## src/rtl/tpp_pkg.sv

```systemverilog
`default_nettype none
package tpp_pkg;

  localparam int unsigned TAPE_BYTES = 262144;
  localparam int unsigned ADDR_W     = $clog2(TAPE_BYTES);
  localparam int unsigned LEN_W      = 19;
  localparam int unsigned CNT_W      = 24;
  localparam int unsigned CYC_W      = 40;
  localparam int unsigned SEC_W      = 16;
  localparam int unsigned CFG_W      = 24;
  localparam int unsigned CFG_IDX_W  = 1;
  localparam int unsigned DIV_CNT_W  = $clog2(CYC_W);

  localparam logic [LEN_W-1:0]     TAPE_LEN   = LEN_W'(TAPE_BYTES);
  localparam logic [CFG_W-1:0]     CPS_RESET  = CFG_W'(985248);
  localparam logic [CNT_W-1:0]     ZERO_PULSE = CNT_W'(2048);
  localparam logic [DIV_CNT_W-1:0] DIV_LAST   = DIV_CNT_W'(CYC_W - 1);

  // configuration register indexes
  localparam logic [CFG_IDX_W-1:0] REG_VERSION = 1'b0;
  localparam logic [CFG_IDX_W-1:0] REG_CPS     = 1'b1;

  // func codes on the input beat
  localparam logic [2:0] FUNC_TICK   = 3'd0;
  localparam logic [2:0] FUNC_LOAD   = 3'd1;
  localparam logic [2:0] FUNC_CLEAR  = 3'd2;
  localparam logic [2:0] FUNC_REWIND = 3'd3;
  localparam logic [2:0] FUNC_PLAY   = 3'd4;
  localparam logic [2:0] FUNC_STOP   = 3'd5;
  localparam logic [2:0] FUNC_MOTOR  = 3'd6;

  typedef enum logic [2:0] {
    OP_TICK, OP_LOAD, OP_CLEAR, OP_REWIND, OP_PLAY, OP_STOP, OP_MOTOR, OP_NONE
  } op_e;

  typedef struct packed {
    op_e        op;
    logic [7:0] tbyte;
    logic       motor;
  } item_t;

  typedef enum logic [2:0] {
    ST_IDLE, ST_FETCH, ST_GOT, ST_APPLY, ST_DIVGO, ST_DIV, ST_OUT
  } state_e;

  typedef struct packed {
    logic             we;
    logic [CFG_IDX_W-1:0] idx;
    logic [CFG_W-1:0] data;
  } cfg_t;

  typedef struct packed {
    logic             full;
    logic             stopped;
    logic             playing;
    logic             changed;
    logic [SEC_W-1:0] secs;
    logic [LEN_W-1:0] head;
    logic             fall;
    logic             rise;
  } result_t;

endpackage
`default_nettype wire

```

## src/rtl/tpp_front.sv

```systemverilog
`default_nettype none
module tpp_front (
  input  wire logic          clk_i,
  input  wire logic          rst_ni,
  input  wire logic          valid_i,
  output logic               ready_o,
  input  wire logic [2:0]    func_i,
  input  wire logic [7:0]    tbyte_i,
  input  wire logic          motor_i,
  output logic               item_valid_o,
  output tpp_pkg::item_t     item_o,
  input  wire logic          pop_i
);

  tpp_pkg::item_t slot_q [2];
  tpp_pkg::item_t cls;
  logic       wr_q, wr_d, rd_q, rd_d;
  logic [1:0] cnt_q, cnt_d;
  logic       push, pop;

  // classify the func code
  always_comb begin
    cls.tbyte = tbyte_i;
    cls.motor = motor_i;
    unique case (func_i)
      tpp_pkg::FUNC_TICK:   cls.op = tpp_pkg::OP_TICK;
      tpp_pkg::FUNC_LOAD:   cls.op = tpp_pkg::OP_LOAD;
      tpp_pkg::FUNC_CLEAR:  cls.op = tpp_pkg::OP_CLEAR;
      tpp_pkg::FUNC_REWIND: cls.op = tpp_pkg::OP_REWIND;
      tpp_pkg::FUNC_PLAY:   cls.op = tpp_pkg::OP_PLAY;
      tpp_pkg::FUNC_STOP:   cls.op = tpp_pkg::OP_STOP;
      tpp_pkg::FUNC_MOTOR:  cls.op = tpp_pkg::OP_MOTOR;
      default:              cls.op = tpp_pkg::OP_NONE;
    endcase
  end

  assign ready_o      = (cnt_q != 2'd2);
  assign item_valid_o = (cnt_q != 2'd0);
  assign item_o       = slot_q[rd_q];
  assign push         = valid_i && ready_o;
  assign pop          = pop_i && item_valid_o;

  always_comb begin
    wr_d  = push ? ~wr_q : wr_q;
    rd_d  = pop ? ~rd_q : rd_q;
    cnt_d = cnt_q + {1'b0, push} - {1'b0, pop};
  end

  always_ff @(posedge clk_i or negedge rst_ni) begin
    if (!rst_ni) begin
      wr_q  <= 1'b0;
      rd_q  <= 1'b0;
      cnt_q <= 2'd0;
    end else begin
      wr_q  <= wr_d;
      rd_q  <= rd_d;
      cnt_q <= cnt_d;
    end
  end

  always_ff @(posedge clk_i) begin
    if (push) begin
      slot_q[wr_q] <= cls;
    end
  end

endmodule
`default_nettype wire

```

## config.mk

```make
export PLATFORM = sky130hd
export DESIGN_NAME = tpp_front
export DESIGN_NICKNAME = d
export VERILOG_FILES = /design/src/rtl/tpp_pkg.sv /design/src/rtl/tpp_front.sv
export SDC_FILE = /design/constraint.sdc
export NUM_CORES = 1
export LEC_CHECK = 0
export BUFFER_PORTS_ARGS = -buffer_cell sky130_fd_sc_hd__buf_2
export CORE_MARGIN = 1.5
export CORE_UTILIZATION = 25
export CTS_BUF_LIST = sky130_fd_sc_hd__clkbuf_4 sky130_fd_sc_hd__clkbuf_8 sky130_fd_sc_hd__clkbuf_16
export DETAILED_ROUTE_END_ITERATION = 8
export GPL_TIMING_DRIVEN = 0
export PLACE_DENSITY_LB_ADDON = 0.05
export REMOVE_ABC_BUFFERS = 1
export SLEW_MARGIN = 10
export SYNTH_ARGS = -nofsm -noshare
export SYNTH_HDL_FRONTEND = slang
export SYNTH_SLANG_ARGS = --single-unit
```

## constraint.sdc

```tcl
create_clock -name clk_i -period 2.3 [get_ports clk_i]
set_clock_uncertainty 0.1 [all_clocks]
set_input_delay 0.345 -clock clk_i [delete_from_list [all_inputs] [get_ports clk_i]]
set_output_delay 0.345 -clock clk_i [all_outputs]
set_load 0.02 [all_outputs]
```

==> summary.txt, run 1 <==
Critical path
  • Worst EP arrival: 1.86 ns
  • R2R Setup Slk: 0.23 ns
  • CP Capture Type: flop
  • Reg2reg start: cnt_q[0]$_DFF_PN0_
  • Critical path class: flop to flop
  • RR Endpoint: slot_q[0][2]$_DFFE_PP_
  • Reg2Reg Depth: 3
  • Crit start category: flop
  • CP Max Fanout: 12
  • Critical path data required time: 2.09 ns

Power
  • Leak pwr: about 0.52 nW
  • VDD IR max: approximately 430 uV
  • Pwr Density: 1279 nW/um^2

GRT
  • Initial antenna violation count: 0
  • Largest net degree at the start of global routing: 17
  • First-pass GRT wire length: ~3100 um
  • Vias in the first global route: about 640
  • Grt ovf: 0
  • GRT Util Overall: 8.521%

Logic synthesis
  • Mapped Area: 1094 sq um
  • Sequential area share after synthesis: between 70 and 80%
  • Cell count after synthesis: 62
  • Top post-synthesis cells by area: edfxtp_1, mux2_2, dfrtp_1, xnor2_1, ha_1
  • Yosys cell types: 18
  • Seq cells post-synth: 28
  • Syn_area_per_cell: 17.64 sq um
  • Yosys warnings: 0
  • Biggest area consumer among synthesized cells: edfxtp_1
  • Share of the synthesized area in the top cell type: between 60 and 70%

STA
  • FMAX: 0.4834 GHz
  • Final worst-path cycle share: 89.94%
  • Slew at the pin closest to its max-slew limit: 1.155 ns
  • Final hold vios: 0
  • Max Slew Vio Count: 0
  • Final count of negative-setup-slack endpoints: 0
  • RSZ-0062 raised after global routing: no
  • Max-slew headroom: 22.73%
  • Final TNS setup: 0 ns
  • Final hold slack: 0.1578 ns
  • Minimum clock period: roughly 2.1 ns

Finish
  • Synth-to-Final Area Change: 24.71%
  • Nets: 110
  • Non-filler cells, final: 142
  • Leading cell types in the layout, fill and taps excluded: buf_2, edfxtp_1, mux2_2
  • Antenna diodes: 0
  • Commonest non-fill, non-tap cell in the layout: buf_2
  • Layout cells sized above 1: 50.00%

Drt
  • Wire length per cell: 13.18 um
  • 1st-iter DRT viols: 16
  • Vias: 604
  • First drt pass iteration count: 4
  • Post-route ant nets: 0
  • Vias/cell: 4.254
  • Routed wire length: about 1900 um
  • # DRC: 0

Placement
  • Buffers on Ports: 29
  • Dpl cells: 137
  • Routability cong.: 0.6574
  • DP Wirelength: 1233 um

Clocking
  • Clock latency on the worst-skew pair: around 0.27 ns
  • Post-CTS Setup Bufs: 0
  • # resized after CTS: 0
  • CTS buffer count: 3
  • # hold bufs at CTS: 1
  • Max clock buf depth: 2
  • Clock sinks: 28
  • Root Driver: clkbuf_8
  • Worst-path clk slew: roughly 0.09 ns
  • CTS tree: yes
  • CTS H-tree lvls: 1

Die
  • Core Region: 4115 sq um
  • Chip width: 69.14 um
  • Rows: 23
  • I/O pins: 30
  • Starting Density: a little over a quarter
  • Die height: between 60 and 70 um
  • Total die area: 4780 sq um

Hold path
  • Hold wc startpoint: tbyte_i[3]
  • Hold Path Class: input port to flop
  • WHS Endpoint: slot_q[0][4]$_DFFE_PP_
  • Hold Path Depth: 1

Outcome
  • Status: finished, final reports clean

Job
  • Max Cap Viol: 0
flip-flops by register name, indices dropped and copies added, names as in the netlist:
register  cells
cnt_q         2
rd_q          1
slot_q       24
wr_q          1
Yosys cell counts:
| master | instances |
|---|---|
| a211oi_1 | 1 |
| a21bo_1 | 1 |
| a32oi_1 | 1 |
| and3_1 | 1 |
| buf_4 | 1 |
| clkbuf_1 | 3 |
| dfrtp_1 | 4 |
| edfxtp_1 | 24 |
| ha_1 | 1 |
| mux2_2 | 12 |
| nand2_1 | 2 |
| nand2b_1 | 1 |
| nand3_1 | 1 |
| nor2_1 | 3 |
| nor2b_1 | 1 |
| o21ai_0 | 1 |
| or2_2 | 1 |
| xnor2_1 | 3 |
routing by layer:
layer	wire length [um]	global-route usage (%)	vias up
met5	0	0	-
met4	30	4.575	0
met3	105	2.193	4
met2	942	14.10	20
met1	792	10.09	292
li1	-	-	288
cells by family (layout without fill, tap and decap cells):
| family | Yosys count | count (layout) | share of synthesized area, % |
|---|---|---|---|
| flip-flops | 28 | 28 | 75.06 |
| multiplexers | 12 | 12 | 12.36 |
| AND/OR/NAND/NOR | 10 | 10 | 4.463 |
| AO/OA/AOI/OAI | 4 | 4 | 2.860 |
| buffers and inverters | 4 | 34 | 1.716 |
| XOR/XNOR | 3 | 3 | 2.403 |
| adder cells (fa/ha/maj) | 1 | 1 | 1.144 |
power by group:
part	internal, mW	switching (mW)	total [mW]
combinational	0.246	0.317	0.563
clock	0.233	0.144	0.377
sequential	0.704	0.0998	0.804
total	1.18	0.561	1.74
per-stage QoR:
step	total power [mW]	setup WS (ns)	util, %	instance area (sq um)
2_1_floorplan	1.194	0.4860	-	1075
3_3_place_gp	1.388	0.1623	31.16	1282
3_5_place_dp	1.395	0.1774	31.16	1282
4_1_cts	1.784	0.1636	33.14	1364
5_1_grt	1.855	0.03213	33.14	1364
6_report	1.744	0.2313	33.14	1364
worst max-delay path: stages, from the launching register on:
cell	delay, ns
dfrtp_1	0.44
nand2b_1	0.17
nand2_1	0.10
nor2_1	0.88
worst max path at each step:
stage                       startpoint                     end  depth (start not counted)
finish              cnt_q[0]$_DFF_PN0_  slot_q[0][2]$_DFFE_PP_                          3
global route        cnt_q[0]$_DFF_PN0_  slot_q[0][3]$_DFFE_PP_                          3
CTS                 cnt_q[0]$_DFF_PN0_  slot_q[0][2]$_DFFE_PP_                          3
detailed placement  cnt_q[0]$_DFF_PN0_  slot_q[0][0]$_DFFE_PP_                          3
global placement    cnt_q[0]$_DFF_PN0_  slot_q[0][5]$_DFFE_PP_                          3
floorplan           cnt_q[0]$_DFF_PN0_  slot_q[0][0]$_DFFE_PP_                          3
cell type report:
class | count | area [sq um]
Clock buffer | 3 | 41.29
Sequential cell | 28 | 820.8
Timing Repair Buffer | 30 | 155.1
Multi-Input combinational cell | 30 | 254.0
Clock inverter | 1 | 30.03
Fill cell | 425 | 2751
Tap cell | 50 | 62.56
No activity file was read; power rests on OpenSTA's default activity.
==> run 2: changes to the inputs <==
--- a/config.mk
+++ b/config.mk
@@ -6,9 +6,11 @@
 export NUM_CORES = 1
 export LEC_CHECK = 0
 export BUFFER_PORTS_ARGS = -buffer_cell sky130_fd_sc_hd__buf_2
+export CAP_MARGIN = 20
 export CORE_MARGIN = 1.5
 export CORE_UTILIZATION = 25
-export CTS_BUF_LIST = sky130_fd_sc_hd__clkbuf_4 sky130_fd_sc_hd__clkbuf_8 sky130_fd_sc_hd__clkbuf_16
+export CTS_BUF_LIST = sky130_fd_sc_hd__clkbuf_16
+export CTS_CLUSTER_SIZE = 28
 export DETAILED_ROUTE_END_ITERATION = 8
 export GPL_TIMING_DRIVEN = 0
 export PLACE_DENSITY_LB_ADDON = 0.05
==> run 2 against run 1 <==
Core utilization is 0.46 points higher; global-route usage grew 0.19 points; via count rose by 0.50%; routed wire length is 0.21% lower; register-to-register slack better by 0.24 ns; critical path depth fell by 1.
==> summary.txt, run 2 (synthesized netlist as in run 1, its figures left out) <==
Outcome
  • Status: finished, final reports clean

STA
  • Max-slew headroom: between 50% and 60%
  • RSZ-0062 raised after global routing: no
  • Final count of negative-setup-slack endpoints: 0
  • Slew at the pin closest to its max-slew limit: 0.6419 ns
  • Max Slew Vio Count: 0
  • Final TNS setup: 0 ns
  • Final hold vios: 0
  • FMAX: 0.5019 GHz
  • Final worst-path cycle share: between 80 and 90%
  • Minimum clock period: about 2 ns

Finish
  • Commonest non-fill, non-tap cell in the layout: buf_2
  • Non-filler cells, final: about 140
  • Largest reg by FF count: slot_q
  • Synth-to-Final Area Change: 26.43%
  • Antenna diodes: 0
  • Layout cells sized above 1: between 40% and 50%
  • Largest registers: slot_q x24, cnt_q x2
  • Largest register FFs: 24
  • Nets: roughly 110
  • Leading cell types in the layout, fill and taps excluded: buf_2, edfxtp_1, mux2_2

Clocking
  • CTS buffer count: 3
  • Max clock buf depth: 2
  • Post-CTS Setup Bufs: 0
  • # hold bufs at CTS: 1
  • CTS H-tree lvls: 1
  • # resized after CTS: 0
  • Clock sinks: 28
  • CTS tree: yes
  • Worst-path clk slew: 0.06 ns
  • Root Driver: clkbuf_16
  • Clock latency on the worst-skew pair: between 0.2 and 0.3 ns

GRT
  • Vias in the first global route: 664
  • Largest net degree at the start of global routing: 16
  • GRT Util Overall: 8.706%
  • Grt ovf: 0
  • Initial antenna violation count: 0
  • First-pass GRT wire length: 3153 um

Drt
  • Met1 WL: 780 um
  • Routed wl met3: about 94 um
  • First drt pass iteration count: 4
  • 1st-iter DRT viols: 36
  • Vias: 607
  • Post-route ant nets: 0
  • # DRC: 0
  • Max Used Layer: met4
  • WL met2: 973 um
  • Vias/cell: 4.245
  • Routed wire length: 1867 um
  • Wire length per cell: between 10 and 15 um

Placement
  • Dpl cells: 138
  • DP Wirelength: roughly 1300 um
  • Buffers on Ports: 29
  • Routability cong.: about 0.66

Critical path
  • Worst EP arrival: around 1.6 ns
  • Largest stage delay, worst path: 0.72 ns
  • CP Max Fanout: 13
  • Slowest cell on the critical path: dfrtp_1
  • Critical path class: flop to output pin
  • Critical path data required time: 1.86 ns
  • Crit start category: flop
  • Reg2Reg Depth: 4
  • CP Cell Sequence: mux2_2 > buf_2
  • CP Capture Type: output pin
  • RR Endpoint: slot_q[0][7]$_DFFE_PP_
  • R2R Setup Slk: 0.47 ns
  • Reg2reg start: cnt_q[0]$_DFF_PN0_

Job
  • Max Cap Viol: 0

Hold path
  • WHS Endpoint: slot_q[0][8]$_DFFE_PP_
  • Hold Path Depth: 1
  • Hold wc startpoint: tbyte_i[7]
  • Hold Path Class: input port to flop

Power
  • Leak pwr: 0.5300 nW
  • Pwr Density: 1274 nW/um^2
  • VDD IR max: 383.8 uV

Die
  • Starting Density: about a quarter
  • Core Region: about 4100 sq um
  • Rows: 23
  • Chip width: a little under 70 um
  • Die height: just under 70 um
  • Total die area: 4780 sq um
  • I/O pins: 30
==> run 2: cell types whose count changed in the layout (fill, tap and decap cells not counted) <==
cell	previous run	this run
bufinv_16	1	0
buf_6	0	1
clkbuf_8	3	0
clkbuf_16	0	3
clkinv_1	0	1
==> run 2: layout make-up <==
type | instances | area [sq um]
clock buffers | 3 | 75.07
clock inverters | 1 | 3.754
fillers | 420 | 2733
multi-input cells | 30 | 254.0
flip-flops and latches | 28 | 820.8
well taps | 50 | 62.56
repair buffers | 31 | 166.4
==> run 2: layer usage <==
| layer | vias to the layer above | global-route usage [%] |
|---|---|---|
| met3 | 2 | 2.485 |
| met5 | - | 0 |
| li1 | 295 | - |
| met2 | 18 | 14.42 |
| met4 | 0 | 4.575 |
| met1 | 292 | 10.19 |
==> run 2: where the power goes <==
part	internal [mW]	leakage [nW]	switching [mW]
clock network	0.232	0.0385	0.150
logic	0.257	0.221	0.319
registers	0.704	0.271	0.0992
==> run 2: per-stage QoR <==
step / hold WS (ns) / power (mW) / util, % / instance area (sq um) / setup slack, ns
floorplan: -0.05059 / 1.194 / - / 1075 / 0.4860
global placement: 0.05698 / 1.388 / 31.16 / 1282 / 0.1623
detailed placement: 0.05881 / 1.407 / 31.44 / 1294 / 0.4096
CTS: 0.1658 / 1.805 / 33.60 / 1383 / 0.2554
global route: 0.1626 / 1.881 / 33.60 / 1383 / 0.1898
finish: 0.1745 / 1.762 / 33.60 / 1383 / 0.3077
==> run 2: worst max-delay path, delay by kind of cell, from the launching register on <==
kind / cells / cell delay, ns
flip-flops: 1 / 0.72
multiplexers: 1 / 0.41
buffers and inverters: 1 / 0.16
==> run 2: worst max-delay path by stage <==
stage	startpoint	slack (ns)	to	cells past startpoint
2_1_floorplan	cnt_q[0]$_DFF_PN0_	0.49	slot_q[0][0]$_DFFE_PP_	3
3_3_place_gp	cnt_q[0]$_DFF_PN0_	0.16	slot_q[0][5]$_DFFE_PP_	3
3_5_place_dp	cnt_q[0]$_DFF_PN0_	0.41	slot_q[0][7]$_DFFE_PP_	4
4_1_cts	rd_q$_DFFE_PN0P_	0.26	item_o[9]	2
5_1_grt	rd_q$_DFFE_PN0P_	0.19	item_o[9]	2
6_report	rd_q$_DFFE_PN0P_	0.31	item_o[9]	2
